===== src/hw/rtl/haar2d_pkg.sv =====
// ============================================================================
// haar2d_pkg
// Shared constants and types of the 2D Haar analysis block.
// ============================================================================
package haar2d_pkg;

  localparam int CFG_W      = 13;    // width of the frame size registers
  localparam int ROW_W      = 12;    // row counter, rows 0..4095
  localparam int CMP_W      = 15;    // wide enough for any column limit plus one
  localparam int BCOL_W     = 11;
  localparam int BROW_W     = 11;
  localparam int MAX_HEIGHT = 4096;
  localparam int RST_WIDTH  = 64;
  localparam int RST_HEIGHT = 64;

  typedef enum logic {
    REG_FRAME_WIDTH  = 1'b0,
    REG_FRAME_HEIGHT = 1'b1
  } cfg_reg_e;

  // Control that travels with one pixel pair from the pairing stage.
  typedef struct packed {
    logic              emit;
    logic              odd_row;
    logic [BCOL_W-1:0] block_col;
    logic [BROW_W-1:0] block_row;
    logic              last_block;
  } blk_ctl_t;

  // Status of the combine stage as seen by the top level.
  typedef struct packed {
    logic s1_valid;
    logic ready;
  } stage_stat_t;

endpackage


===== src/hw/rtl/haar2d_combine.sv =====
// ============================================================================
// haar2d_combine
// Vertical combination of row pairs and the result register.
// ============================================================================
module haar2d_combine import haar2d_pkg::*; #(
  parameter int PIXEL_BITS = 16,
  localparam int SUM_W     = PIXEL_BITS + 1,
  localparam int OUT_W     = PIXEL_BITS + 2
) (
  input  logic                    clk_i,
  input  logic                    rst_ni,
  input  logic                    in_fire_i,
  input  logic signed [SUM_W-1:0] sum_i,
  input  logic signed [SUM_W-1:0] dif_i,
  input  blk_ctl_t                ctl_i,
  input  logic [2*SUM_W-1:0]      line_i,
  input  logic                    out_ready_i,
  output stage_stat_t             stat_o,
  output logic                    out_valid_o,
  output logic signed [OUT_W-1:0] approx_o,
  output logic signed [OUT_W-1:0] horiz_o,
  output logic signed [OUT_W-1:0] vert_o,
  output logic signed [OUT_W-1:0] diag_o,
  output logic [BCOL_W-1:0]       block_col_o,
  output logic [BROW_W-1:0]       block_row_o,
  output logic                    last_block_o
);

  logic                    s1_valid_q, s1_valid_d, out_valid_q, out_valid_d;
  logic                    out_free, s1_move, load;
  logic signed [SUM_W-1:0] sum0, dif0;
  logic signed [OUT_W-1:0] a_d, h_d, v_d, g_d;
  logic signed [OUT_W-1:0] a_q, h_q, v_q, g_q;
  logic [BCOL_W-1:0]       bcol_q;
  logic [BROW_W-1:0]       brow_q;
  logic                    last_q;

  // A pair that produces no block leaves stage 1 without waiting on the output.
  assign out_free = !out_valid_q || out_ready_i;
  assign s1_move  = s1_valid_q && (!ctl_i.emit || out_free);
  assign load     = s1_valid_q && ctl_i.emit && out_free;

  assign s1_valid_d  = in_fire_i ? 1'b1 : (s1_move ? 1'b0 : s1_valid_q);
  assign out_valid_d = load ? 1'b1 : (out_ready_i ? 1'b0 : out_valid_q);

  assign sum0 = line_i[SUM_W-1:0];
  assign dif0 = line_i[2*SUM_W-1:SUM_W];

  always_comb begin
    if (ctl_i.odd_row) begin
      a_d = OUT_W'(sum0) + OUT_W'(sum_i);
      v_d = OUT_W'(sum0) - OUT_W'(sum_i);
      h_d = OUT_W'(dif0) + OUT_W'(dif_i);
      g_d = OUT_W'(dif0) - OUT_W'(dif_i);
    end else begin
      a_d = OUT_W'(sum_i) + OUT_W'(sum_i);
      h_d = OUT_W'(dif_i) + OUT_W'(dif_i);
      v_d = '0;
      g_d = '0;
    end
  end

  always_ff @(posedge clk_i or negedge rst_ni) begin
    if (!rst_ni) begin
      s1_valid_q  <= 1'b0;
      out_valid_q <= 1'b0;
    end else begin
      s1_valid_q  <= s1_valid_d;
      out_valid_q <= out_valid_d;
    end
  end

  always_ff @(posedge clk_i) begin
    if (load) begin
      a_q    <= a_d;
      h_q    <= h_d;
      v_q    <= v_d;
      g_q    <= g_d;
      bcol_q <= ctl_i.block_col;
      brow_q <= ctl_i.block_row;
      last_q <= ctl_i.last_block;
    end
  end

  assign stat_o.s1_valid = s1_valid_q;
  assign stat_o.ready    = !s1_valid_q || s1_move;
  assign out_valid_o     = out_valid_q;
  assign approx_o        = a_q;
  assign horiz_o         = h_q;
  assign vert_o          = v_q;
  assign diag_o          = g_q;
  assign block_col_o     = bcol_q;
  assign block_row_o     = brow_q;
  assign last_block_o    = last_q;

endmodule

===== config.mk =====
export PLATFORM = sky130hd
export DESIGN_NAME = haar2d_combine
export DESIGN_NICKNAME = d
export VERILOG_FILES = /design/src/hw/rtl/haar2d_pkg.sv /design/src/hw/rtl/haar2d_combine.sv
export SDC_FILE = /design/constraint.sdc
export NUM_CORES = 1
export LEC_CHECK = 0
export BUFFER_PORTS_ARGS = -buffer_cell sky130_fd_sc_hd__clkbuf_2
export CORE_ASPECT_RATIO = 0.8
export CORE_MARGIN = 2
export CORE_UTILIZATION = 44
export DETAILED_ROUTE_END_ITERATION = 8
export PLACE_DENSITY = 0.7
export SYNTH_ARGS = -nofsm -noshare
export SYNTH_HDL_FRONTEND = slang
export SYNTH_SLANG_ARGS = --single-unit
export TNS_END_PERCENT = 20

===== constraint.sdc =====
create_clock -name clk_i -period 6.5 [get_ports clk_i]
set_input_delay 0.325 -clock clk_i [delete_from_list [all_inputs] [get_ports clk_i]]
set_output_delay 0.325 -clock clk_i [all_outputs]
set_load 0.02 [all_outputs]

After elaboration in Yosys (flattened, before gate mapping)
Cells that the tools add are included.

Register bits: 97. Input port bits: 97. Output and inout bits: 98. Word-level logic and storage cells: 32.

Add/sub/neg operators: 6. Muxes and demuxes: 6. Reductions and logical operators: 11.

Operator list (count): 17-bit by 17-bit adder with 18-bit output (4); 18-bit two-way mux (2); 17-bit by 17-bit subtractor with 18-bit output (2); 1-bit two-way mux (4); 2-bit nonzero test (2); 1-bit logical AND (3); 1-bit zero test (3); 1-bit logical OR (3).

Longest topological paths before layout
Word-level depth: 6. Depth in mapped cells: 12. Depth with buffers taken out: 10.

Least setup slack after synthesis
Ideal clock, no wire load.

Path kind: register to register. From: register out_valid_q (netlist: out_valid_o). To: register a_q[0] (netlist: approx_o[0]), enable pin. Library setup time: 0.550 ns. Arrival: 4.578 ns. Data required time: 5.950 ns. Path slack: 1.372 ns. Stages on the path, launching flop included: 3. Buffers on the path: 0. Clock period less this slack: 5.128 ns. Path through: dfrtp_1 -> nor2b_1 -> nor2_1.

Cells in the longest elaborated chain, start to end: 3.

Ends and longest elaborated chain: from (decl) (RTL line haar2d_combine.sv:29) `logic s1_valid_q, s1_valid_d, out_valid_q, out_valid_d;`; from (signal assigned) (RTL line haar2d_combine.sv:69) `out_valid_q <= out_valid_d;`; 1-bit zero test (RTL line haar2d_combine.sv:39) `assign out_free = !out_valid_q || out_ready_i;`; 1-bit logical OR (RTL line haar2d_combine.sv:39); 1-bit logical AND (RTL line haar2d_combine.sv:41) `assign load = s1_valid_q && ctl_i.emit && out_free;`; net load (RTL line haar2d_combine.sv:30) `logic out_free, s1_move, load;`; to (signal assigned) (RTL line haar2d_combine.sv:75) `a_q <= a_d;`; to (decl) (RTL line haar2d_combine.sv:33) `logic signed [OUT_W-1:0] a_q, h_q, v_q, g_q;`.

The timed path passes the listed nets, and every way through them passes these cells. A chain may end at the register's enable or synchronous reset.

Final worst setup path
From: input ctl_i[23] (netlist bit). To: register h_q[13] (netlist: horiz_o[13]) (data pin).

Cells in the longest elaborated chain, start to end: 1.

Ends and longest elaborated chain: from (decl) (RTL line haar2d_combine.sv:15) `input blk_ctl_t ctl_i,`; 18-bit two-way mux (RTL line haar2d_combine.sv:50) `if (ctl_i.odd_row) begin`; net h_d[13] (RTL line haar2d_combine.sv:32) `logic signed [OUT_W-1:0] a_d, h_d, v_d, g_d;`; to (signal assigned) (RTL line haar2d_combine.sv:76) `h_q <= h_d;`; to (decl) (RTL line haar2d_combine.sv:33).

The timed path passes the listed nets, and every way through them passes these cells.

==> reports/qor.txt <==
status - finished, final reports clean
Hold Slack - 154 ps
hpwl dp - 12900 um
gr ovfl total - 0
antenna violations before repair - 0
first-pass GRT wire length - 26500 um
P&R area growth vs syn - 21.7%
DIE WIDTH - 144 um
Leakage Power - 3.79 nW
RSZ-0062 raised after global routing - no
Post-route DRC - 0
GRT Overall Usage - 19.9%
Initial Utilization - 44.5%
drt first pass iters - 5
CP Capture Type - flip-flop
Buffers on Ports - 194
CTS tree - yes
Cells after DPL - 1096
CP Buf/Inv Count - 4
PD cells - 223 nW/um^2
Logic pwr share - 30.6%
Clock Skew - 8.25 ps
family with the most delay on the worst path - buffers and inverters
WL final - 16700 um
Yosys cell types - 71
Mapped Cells - 701
Routed Antenna Nets - 0
FMAX - 0.265 GHz
total die area - 16800 sq um
Syn Std Cell Area - 6940 sq um
most frequent cells in the layout - 194 x clkbuf_2, 95 x edfxtp_1, 69 x nand2_1, 68 x ha_1, 64 x o21ai_0
Clock transition at path regs - 70 ps
htree depth - 3
critical path class - in2reg
syn_area_per_cell - 9.90 sq um
Final min period - 3770 ps
Rows - 41
sequential area share after synthesis - 41.8%
Hold Violations, Final - 0
P_sw - 0.598 mW
clock root buffer - clkbuf_16
slew margin rel. - 52.9%
number of flops mapped to enable cells by yosys - 95
Setup crit start kind - input pin
Seq cells post-synth - 97
fin crit share - 58.0%
CTS Buf Count - 9
# resized after CTS - 0
Clock Tree Buf Depth - 2
reg2reg setup slack - 4330 ps
Nets - 1062
largest net degree at the start of global routing - 58
synth warn - 0
Largest stage delay, worst path - 580 ps
CP required - 6670 ps
Vias - 5990
I/O pins - 195
Core Box Area - 15600 sq um
P_int - 1.29 mW
Non-Filler Instances - 1113
layout cells sized above 1 - 26.8%
ys flop type - edfxtp_1
crit-path cells - clkbuf_2, clkinv_1, buf_4, a21boi_0, inv_1, ha_1, a21o_1, a21oi_1, o21ai_0, nand4_1, nor3b_1, nor4_1
Max FO, Critical Path - 39
Final setup viols - 0
slowest CP cell - clkinv_1
Switching Share - 31.7%
sequential share of power - 40.8%
CTS hold repair buffers - 1
Max VDD drop - 0.115 mV
maxcap violations - 0
Setup TNS - 0 ps
gpl congestion - 0.924
average wire per standard cell - 15.0 um
slew of the pin with the lowest slew margin - 706 ps
Clock Latency Late Sink - 350 ps
TritonCTS sink count - 97
Post-CTS Setup Bufs - 0
vias in the first global route - 5428
vias per cell - 5.38
worst min-delay path category - in2reg
CP Data Arrival Time - 3940 ps
post-synth net total - 870
Die Span Y - 116 um
Async SR Flop Fraction - 2.06%
Iter 0 DRT Violations - 376
n_diodes - 0
Final Max Slew Viols - 0
most common cell after layout, fill and taps aside - clkbuf_2
clock share of power - 28.6%
synthesized netlist by cell type, types with 9 or more instances:
cell type | number | area, sq um
clkbuf_1 | 15 | 56.3
nor3_1 | 9 | 45.0
o21a_1 | 12 | 90.1
nor2_1 | 57 | 214
nand2b_1 | 12 | 75.1
inv_1 | 50 | 188
edfxtp_1 | 95 | 2850
xnor2_1 | 26 | 228
xor2_1 | 14 | 123
o21ai_0 | 64 | 320
a21oi_1 | 42 | 210
nand2_1 | 69 | 259
ha_1 | 68 | 851
a21o_1 | 19 | 143
nand3_1 | 13 | 65.1
power by group through the flow:
stage	registers [mW]	logic [mW]	clock network [mW]
after floorplan	0.839	0.360	0
after global placement	0.782	0.565	0
after detailed placement	0.782	0.571	0
after CTS	0.769	0.576	0.558
after global routing	0.773	0.643	0.578
final	0.769	0.576	0.540
worst register-to-register path, stage by stage (launching register included):
cell and delay (ps):
dfrtp_1 370, nor2b_1 170, nor2_4 100, buf_4 460, buf_4 690
layer usage:
| layer | up-vias | part of all wire, % | GRT usage (%) |
|---|---|---|---|
| met1 | 2794 | 48 | 28.5 |
| met4 | 0 | 1.6 | 5.70 |
| met5 | - | 0 | 0 |
| met3 | 15 | 6.7 | 3.69 |
| met2 | 204 | 43 | 31.1 |
| li1 | 2977 | - | - |
per-stage QoR:
stage                     power, mW  setup slack [ps]  area (sq um)  utilization (%)
final                          1.88              2730          8440             54.1
after global routing           1.99              2330          8440             54.1
after CTS                      1.90              2700          8440             54.1
after detailed placement       1.35              2350          8140             52.2
after global placement         1.35              2480          8140             52.2
after floorplan                1.20              1370          6940                -
logic make-up after synthesis:
family          synth area share (%)
flops                           41.8
mux                             1.48
xor+xnor                        5.05
fa+ha+maj                       13.4
compound gates                  19.9
simple gates                    14.4
buf+inv                         3.91
area by class of cell:
cell class	count	area, sq um
timing repair buffer	199	1010
clock inverter	6	67.6
tap	215	269
sequential	97	2900
inverter	51	191
fill	1465	7150
multi-input combinational	535	3770
clock buffer	10	229
registers in the layout, indices dropped and copies added (netlist names):
signal / count
last_block_o: 1
block_col_o: 11
out_valid_o: 1
approx_o: 18
horiz_o: 18
s1_valid_q: 1
vert_o: 18
diag_o: 18
block_row_o: 11
final timing paths:
path,cells past startpoint,start,endpoint
max in group asynchronous,2,rst_ni,out_valid_o$_DFFE_PN0P_
hold reg to reg,2,s1_valid_q$_DFFE_PN0P_,out_valid_o$_DFFE_PN0P_
min in group asynchronous,2,rst_ni,s1_valid_q$_DFFE_PN0P_
setup / recovery,12,ctl_i[23],horiz_o[13]$_DFFE_PP_
setup reg to reg,4,out_valid_o$_DFFE_PN0P_,block_col_o[4]$_DFFE_PP_
hold / removal,1,ctl_i[0],last_block_o$_DFFE_PP_
Note: power is estimated with default switching activity, not from simulation.
