<file path="src/hw/rtl/haar2d_pkg.sv">
// ============================================================================
// haar2d_pkg
// Shared constants and types of the 2D Haar analysis block.
// ============================================================================
package haar2d_pkg;

  localparam int CFG_W      = 13;    // width of the frame size registers
  localparam int ROW_W      = 12;    // row counter, rows 0..4095
  localparam int CMP_W      = 15;    // wide enough for any column limit plus one
  localparam int BCOL_W     = 11;
  localparam int BROW_W     = 11;
  localparam int MAX_HEIGHT = 4096;
  localparam int RST_WIDTH  = 64;
  localparam int RST_HEIGHT = 64;

  typedef enum logic {
    REG_FRAME_WIDTH  = 1'b0,
    REG_FRAME_HEIGHT = 1'b1
  } cfg_reg_e;

  // Control that travels with one pixel pair from the pairing stage.
  typedef struct packed {
    logic              emit;
    logic              odd_row;
    logic [BCOL_W-1:0] block_col;
    logic [BROW_W-1:0] block_row;
    logic              last_block;
  } blk_ctl_t;

  // Status of the combine stage as seen by the top level.
  typedef struct packed {
    logic s1_valid;
    logic ready;
  } stage_stat_t;

endpackage

</file>
<file path="src/hw/rtl/haar2d_pair.sv">
// ============================================================================
// haar2d_pair
// Raster position tracking, horizontal pairing and line memory control.
// ============================================================================
module haar2d_pair import haar2d_pkg::*; #(
  parameter int MAX_WIDTH  = 4096,
  parameter int PIXEL_BITS = 16,
  localparam int COL_W      = $clog2(MAX_WIDTH),
  localparam int LINE_DEPTH = (MAX_WIDTH + 1) / 2,
  localparam int AW         = (LINE_DEPTH > 1) ? $clog2(LINE_DEPTH) : 1,
  localparam int SUM_W      = PIXEL_BITS + 1
) (
  input  logic                    clk_i,
  input  logic                    rst_ni,
  input  logic                    cfg_we_i,
  input  logic                    cfg_idx_i,
  input  logic [CFG_W-1:0]        cfg_data_i,
  input  logic                    in_fire_i,
  input  logic signed [PIXEL_BITS-1:0] pixel_i,
  output logic                    ram_we_o,
  output logic                    ram_re_o,
  output logic [AW-1:0]           ram_addr_o,
  output logic [2*SUM_W-1:0]      ram_wdata_o,
  output logic signed [SUM_W-1:0] sum_o,
  output logic signed [SUM_W-1:0] dif_o,
  output blk_ctl_t                ctl_o
);

  logic [CFG_W-1:0]      width_q, height_q;
  logic [CFG_W-1:0]      width_clamp, height_clamp;
  logic [COL_W-1:0]      col_q, col_d;
  logic [ROW_W-1:0]      row_q, row_d;
  logic signed [PIXEL_BITS-1:0] held_q;
  logic signed [SUM_W-1:0] pix_x, held_x, sum_d, dif_d;
  logic                  col_last, row_last, have_pair, hold_pix;
  blk_ctl_t              ctl_d;
  logic signed [SUM_W-1:0] sum_q, dif_q;
  blk_ctl_t              ctl_q;

  // Saturate written sizes to the legal range.
  always_comb begin
    if (cfg_data_i == '0) begin
      width_clamp = CFG_W'(1);
    end else if (CMP_W'(cfg_data_i) > CMP_W'(MAX_WIDTH)) begin
      width_clamp = CFG_W'(MAX_WIDTH);
    end else begin
      width_clamp = cfg_data_i;
    end
    if (cfg_data_i == '0) begin
      height_clamp = CFG_W'(1);
    end else if (CMP_W'(cfg_data_i) > CMP_W'(MAX_HEIGHT)) begin
      height_clamp = CFG_W'(MAX_HEIGHT);
    end else begin
      height_clamp = cfg_data_i;
    end
  end

  always_comb begin
    col_last  = (CMP_W'(col_q) + CMP_W'(1)) == CMP_W'(width_q);
    row_last  = (CFG_W'(row_q) + CFG_W'(1)) == height_q;
    pix_x     = SUM_W'(pixel_i);
    held_x    = SUM_W'(held_q);
    have_pair = 1'b1;
    hold_pix  = 1'b0;
    sum_d     = pix_x + pix_x;
    dif_d     = '0;
    if (col_q[0]) begin
      sum_d = held_x + pix_x;
      dif_d = held_x - pix_x;
    end else if (!col_last) begin
      have_pair = 1'b0;
      hold_pix  = 1'b1;
    end

    // An odd row always combines with the stored even-row pair; the last
    // row of an odd-height frame pairs with itself and skips the memory.
    ctl_d.emit       = have_pair && (row_q[0] || row_last);
    ctl_d.odd_row    = row_q[0];
    ctl_d.block_col  = BCOL_W'(col_q >> 1);
    ctl_d.block_row  = BROW_W'(row_q >> 1);
    ctl_d.last_block = col_last && row_last;

    col_d = col_last ? '0 : col_q + COL_W'(1);
    row_d = row_q;
    if (col_last) begin
      row_d = row_last ? '0 : row_q + ROW_W'(1);
    end
  end

  assign ram_we_o    = in_fire_i && have_pair && !row_q[0] && !row_last;
  assign ram_re_o    = in_fire_i && have_pair && row_q[0];
  assign ram_addr_o  = AW'(col_q >> 1);
  assign ram_wdata_o = {dif_d, sum_d};

  always_ff @(posedge clk_i or negedge rst_ni) begin
    if (!rst_ni) begin
      width_q  <= CFG_W'(RST_WIDTH);
      height_q <= CFG_W'(RST_HEIGHT);
      col_q    <= '0;
      row_q    <= '0;
      held_q   <= '0;
    end else if (cfg_we_i) begin
      unique case (cfg_idx_i)
        REG_FRAME_WIDTH:  width_q  <= width_clamp;
        REG_FRAME_HEIGHT: height_q <= height_clamp;
      endcase
      col_q  <= '0;
      row_q  <= '0;
      held_q <= '0;
    end else if (in_fire_i) begin
      col_q <= col_d;
      row_q <= row_d;
      if (hold_pix) begin
        held_q <= pixel_i;
      end
    end
  end

  always_ff @(posedge clk_i) begin
    if (in_fire_i) begin
      sum_q <= sum_d;
      dif_q <= dif_d;
      ctl_q <= ctl_d;
    end
  end

  assign sum_o = sum_q;
  assign dif_o = dif_q;
  assign ctl_o = ctl_q;

endmodule

</file>
<file path="config.mk">
export PLATFORM = sky130hd
export DESIGN_NAME = haar2d_pair
export DESIGN_NICKNAME = d
export VERILOG_FILES = /design/src/hw/rtl/haar2d_pkg.sv /design/src/hw/rtl/haar2d_pair.sv
export SDC_FILE = /design/constraint.sdc
export NUM_CORES = 1
export LEC_CHECK = 0
export ABC_AREA = 1
export BUFFER_PORTS_ARGS = -buffer_cell sky130_fd_sc_hd__buf_2
export CAP_MARGIN = 20
export CORE_MARGIN = 1
export CORE_UTILIZATION = 56
export CTS_CLUSTER_SIZE = 16
export DETAILED_ROUTE_END_ITERATION = 16
export PLACE_DENSITY = 0.78
export SYNTH_ARGS = -nofsm -noshare
export SYNTH_HDL_FRONTEND = slang
export SYNTH_SLANG_ARGS = --single-unit
</file>
<file path="constraint.sdc">
create_clock -name clk_i -period 3.2 [get_ports clk_i]
set_clock_uncertainty 0.1 [all_clocks]
set_input_delay 0.32 -clock clk_i [delete_from_list [all_inputs] [get_ports clk_i]]
set_output_delay 0.32 -clock clk_i [all_outputs]
set_load 0.02 [all_outputs]
</file>
Yosys cells after proc, flatten, opt, wreduce, memory -nomap -nowiden
Index checks and enable logic that the tools add are counted.
{ "totals": {"register_bits": 125, "wordCells": 58, "out_inout_bits": 106} }
{ "classes": {"n_reduce_logical": 17, "bitwise_logic": 1, "mux": 18, "addsub": 7, "n_lt_le_gt_ge": 1, "eq_ne": 2} }
{ "ops": {"columns": ["op", "n"], "rows": [
  ["$mux 12", 7],
  ["$mux 16", 3],
  ["$add 16x16->17", 2],
  ["$mux 17", 2],
  ["$add 12x1->13 const B", 2],
  ["$eq 13x13->1", 2],
  ["$mux 13", 2],
  ["$add 12x1->12 const B", 2],
  ["$sub 16x16->17", 1],
  ["$gt 13x13->1 const B", 1],
  ["$logic_not 13->1", 1],
  ["$reduce_and 2->1", 4],
  ["$logic_and 1x1->1", 6],
  ["$reduce_bool 2->1", 3],
  ["$mux 1", 4],
  ["$logic_not 1->1", 2],
  ["$logic_or 1x1->1", 1],
  ["$not 1->1", 1]
]} }

Logic depth before layout (Yosys ltp)
{ "logic_depth": {"depth_word": 7, "mapped_depth": 17, "depth_no_buf": 16} }

Worst setup path after synthesis
Ideal clock, no wire load.
{ "synth_path": {"path_kind": "flip-flop to output port", "start": "reg col_q[0]", "end": "out ram_wdata_o[13]", "n_path_buf": 2, "arrival_time_ps": 2691, "required_time_ps": 2780, "stages_incl_launch_ff": 12, "slack_ps": 89, "cell_sequence": "dfrtp_1 clkbuf_1 clkbuf_1 o21ai_0 ha_1 nand3_1 nand2_1 a21oi_1 o21ai_0 a21oi_1 o21ai_0 xor2_1"} }
{ "synth_between": {"elab_chain_cells": 1} }
{ "synth_rtl": {"columns": ["element", "line_no", "rtl"], "rows": [
  ["start: declaration", "haar2d_pair.sv:31", "logic [COL_W-1:0] col_q, col_d;"],
  ["start signal: assignment", "haar2d_pair.sv:111", "col_q <= col_d;"],
  ["$mux 17", "haar2d_pair.sv:67", "if (col_q[0]) begin"],
  ["end: declaration", "haar2d_pair.sv:23", "output logic [2*SUM_W-1:0] ram_wdata_o,"]
]} }
Every way passes these cells.

Worst setup path in the final report
Same ends and word-level chain as after synthesis.

==> metrics.md <==
| Metric | Value |
|---|---|
| Status | `finished with violations` |
| Failing checks | `negative setup slack` |
| Max incr delay on CP | `0.49 ns` |
| Worst IR Drop VDD | `roughly 0.37 mV` |
| Post-synth top cells | `nand2_1, inv_1, nor2_1, nand3_1, dfrtp_1` |
| Filler Cell Count | `~960` |
| CP arrival | `2.88 ns` |
| Clock power share | `approximately two fifths` |
| Min-Delay Path Class | `in -> reg` |
| Wirelength per Cell | `15.63 um` |
| Post-synth top area share | `23.70%` |
| Post-synth EDFFs | `59` |
| Pint | `3591 uW` |
| Cells after Synth | `around 950` |
| Worst r2r src | `col_q[0]$_DFFE_PN0P_` |
| Post-Syn Area | `7475 um^2` |
| Slowest cell on crit path | `dfrtp_2` |
| Initial drt markers | `696` |
| Netlist cell types | `44` |
| WL met1 | `9098 um` |
| Pins Over Slew Limit | `0` |
| Worst path required time | `2.78 ns` |
| Top FF cell, synth | `dfrtp_1` |
| IO Count | `140` |
| Ys Warns | `0` |
| Drt total wl | `a little over 20000 um` |
| Die X | `117.5 um` |
| Count of final setup violators | `7` |
| Yosys top cell by area | `edfxtp_1` |
| Total iterations of the first detailed-routing run | `5` |
| Reg area | `3428 um^2` |
| Share of flip-flops with an asynchronous set or reset | `52.80%` |
| Most common cell in the synthesized netlist | `nand2_1` |
| Ant diodes | `0` |
| Layout Nets | `1185` |
| Clk_lat worst skew | `0.43 ns` |
| Cts bufs inserted | `17` |
| Post-route ant nets | `0` |
| Share of cells above drive strength 1 | `24.02%` |
| Core Area | `around 13000 um^2` |
| Worst-Margin Slew | `0.6023 ns` |
| Area delta synth->final | `26.87%` |
| Detailed-route via count | `roughly 7100` |
| Htree depth | `4` |
| Sw Ratio | `31.07%` |
| Max_cap viols | `0` |
| Worst-path fanout max | `8` |
| PnR worst setup slack | `-0.09670 ns` |
| Crit path launch type | `flop` |
| WL met2 | `9403 um` |
| Post-synthesis register bit count | `about 130` |
| RSZ-0062 raised after global routing | `yes` |
| Setup CP Type | `reg -> out` |
| Detailed Place HPWL | `13570 um` |
| TritonCTS clock tree | `built` |
| Pin count of the biggest net entering global routing | `47` |
| Longest Clk Path Bufs | `2` |
| Fmax | `a little over 300 MHz` |
| Power Density | `approximately 550 nW/um^2` |
| Final hold slack | `0.07345 ns` |
| Final hold violation count | `0` |
| Post-synthesis sequential area ratio | `45.83%` |
| CTS Sinks | `approximately 130` |
| Inst Count DP | `1241` |
| Antenna violations before repair | `0` |
| Hold_sp | `cfg_data_i[6]` |
| Vias in the first global route | `6568` |
| Setup crit end kind | `output port` |
| Worst-path cell chain | `clkbuf_16 > o21ai_2 > ha_4 > a21oi_2 > nand2_1 > a21oi_2 > o21ai_1 > buf_4 > a21oi_4 > o21ai_2 > xor2_1 > buf_4` |
| Routability Congestion | `0.9259` |
| Die span in y | `117.5 um` |
| Total gr overflow | `0` |
| CTS Root Cell | `clkbuf_16` |
| Sw Pwr | `between 1500 and 2000 uW` |
| Max_slew headroom | `59.85%` |
| Avg Cell Area, Syn | `around 7.9 um^2` |
| Rows | `41` |
| Total power | `5210 uW` |
| Number of vias per cell | `5.496` |
| Post-Syn Nets | `1017` |
| Pleak | `between 0.004 and 0.005 uW` |
| Area of the multi-input gates | `3705 um^2` |
| Crit path from | `col_q[0]$_DFFE_PN0P_` |
| Post-route DRC | `0` |
| Period minus WS final | `3.297 ns` |
| Flop pwr share | `36.6%` |
| Clock-pin slew on the worst setup and hold paths | `0.06 ns` |
| GRT Total Usage | `28.26%` |
| Period utilisation layout | `103.0%` |
| Pre-CTS setup slack | `roughly 0.23 ns` |
| Combinational share of power | `about 24%` |
| Synth top area cells | `edfxtp_1, dfrtp_1, nand2_1` |
| Met3 wire length | `1286 um` |
| Starting Density | `58.28%` |
| Final Non-Filler Cells | `1300` |
| IO buf count | `139` |
| First-pass GRT wire length | `between 30000 and 40000 um` |
| Highest metal used | `met4` |
| Die area | `13810 um^2` |
[metal layers]
metal  GRT usage, %  vias up
met4          12.18        0
met3          5.620       47
met5              0        -
met2          44.86      293
met1          37.80     3330
li1               -     3475
[placed cells by master, fill, tap and decap left out, types with 6 or more instances in the layout]
cell,n
o21ai_1,7
nand3_1,79
a21oi_1,32
a21oi_2,8
dfrtp_1,62
buf_2,132
nand3_2,6
edfxtp_1,59
ha_1,31
o21ai_0,49
inv_1,101
nand2_2,7
clkbuf_16,20
buf_4,36
o21ai_2,8
xor2_1,16
nand4_1,12
nor2_2,10
nand2_1,267
nor2_1,88
o22ai_1,12
xnor2_1,9
[stage by stage]
step                utilization [%]  cell area (um^2)  setup TNS (ns)
floorplan                         -              7475               0
global placement              64.79              8309               0
detailed placement            64.79              8309               0
CTS                           70.57              9050        -0.02175
global route                  73.94              9483          -1.241
finish                        73.94              9483         -0.3542
[registers in the layout (all words and copies together) (netlist names)]
register	count
ctl_o	25
col_q	12
sum_o	17
dif_o	17
width_q	13
held_q	16
row_q	12
height_q	13
[timing repair]
action / 4_1_cts / 5_1_grt
pin swaps: 7 / 25
gates resized for setup: 21 / 67
endpoints found under the hold margin: 0 / 19
cloned: 0 / 3
setup buffers: 8 / 14
setup endpoints to repair: 12 / 14
hold buffers: 0 / 1
[worst max-delay path: cells and delay by family (launching register included)]
kind	cells	cell delay (ns)
xor gates and xnor gates	1	0.18
adders and majority gates	1	0.23
buffers and inverters	3	0.51
AOI/OAI and AO/OA	6	0.87
and+or+nand+nor	1	0.14
DFF	1	0.49
[power by group through the flow]
stage / clock, uW / combinational [uW] / sequential (uW)
floorplan: 0 / 640 / 2010
global placement: 0 / 1060 / 1920
detailed placement: 0 / 1070 / 1930
CTS: 2050 / 1120 / 1900
global route: 2110 / 1380 / 1920
finish: 2040 / 1260 / 1900
[kinds of logic (layout without fill, tap and decap cells)]
kind of cell | after synthesis | count (layout) | share of synthesized area [%]
AND/OR/NAND/NOR | 496 | 496 | 28.11
buffers and inverters | 135 | 316 | 7.549
AO/OA/AOI/OAI | 130 | 130 | 9.357
flip-flops | 125 | 125 | 45.83
adder cells (fa/ha/maj) | 36 | 36 | 6.227
XOR/XNOR | 25 | 25 | 2.929
[area by class of cell]
type | instances | share of cell area (%)
inverter | 106 | 4.249
timing repair buffer | 178 | 11.70
tap | 172 | 2.269
sequential | 125 | 36.15
clock inverter | 15 | 2.072
multi-input combinational | 687 | 39.07
clock buffer | 17 | 4.486
[final timing paths]
check / end / slack [ns] / cells after the start
worst min-delay path: height_q[6]$_DFFE_PN1P_ / 0.07 / 3
min in group asynchronous: col_q[9]$_DFFE_PN0P_ / 0.30 / 2
worst min register to register: ctl_o[22]$_DFFE_PP_ / 0.40 / 0
worst max-delay path: ram_wdata_o[13] / -0.1 / 12
worst max register to register: row_q[11]$_DFFE_PN0P_ / 0.30 / 17
max in group asynchronous: height_q[6]$_DFFE_PN1P_ / 1.87 / 4
Note: power is estimated with default switching activity, not from simulation.
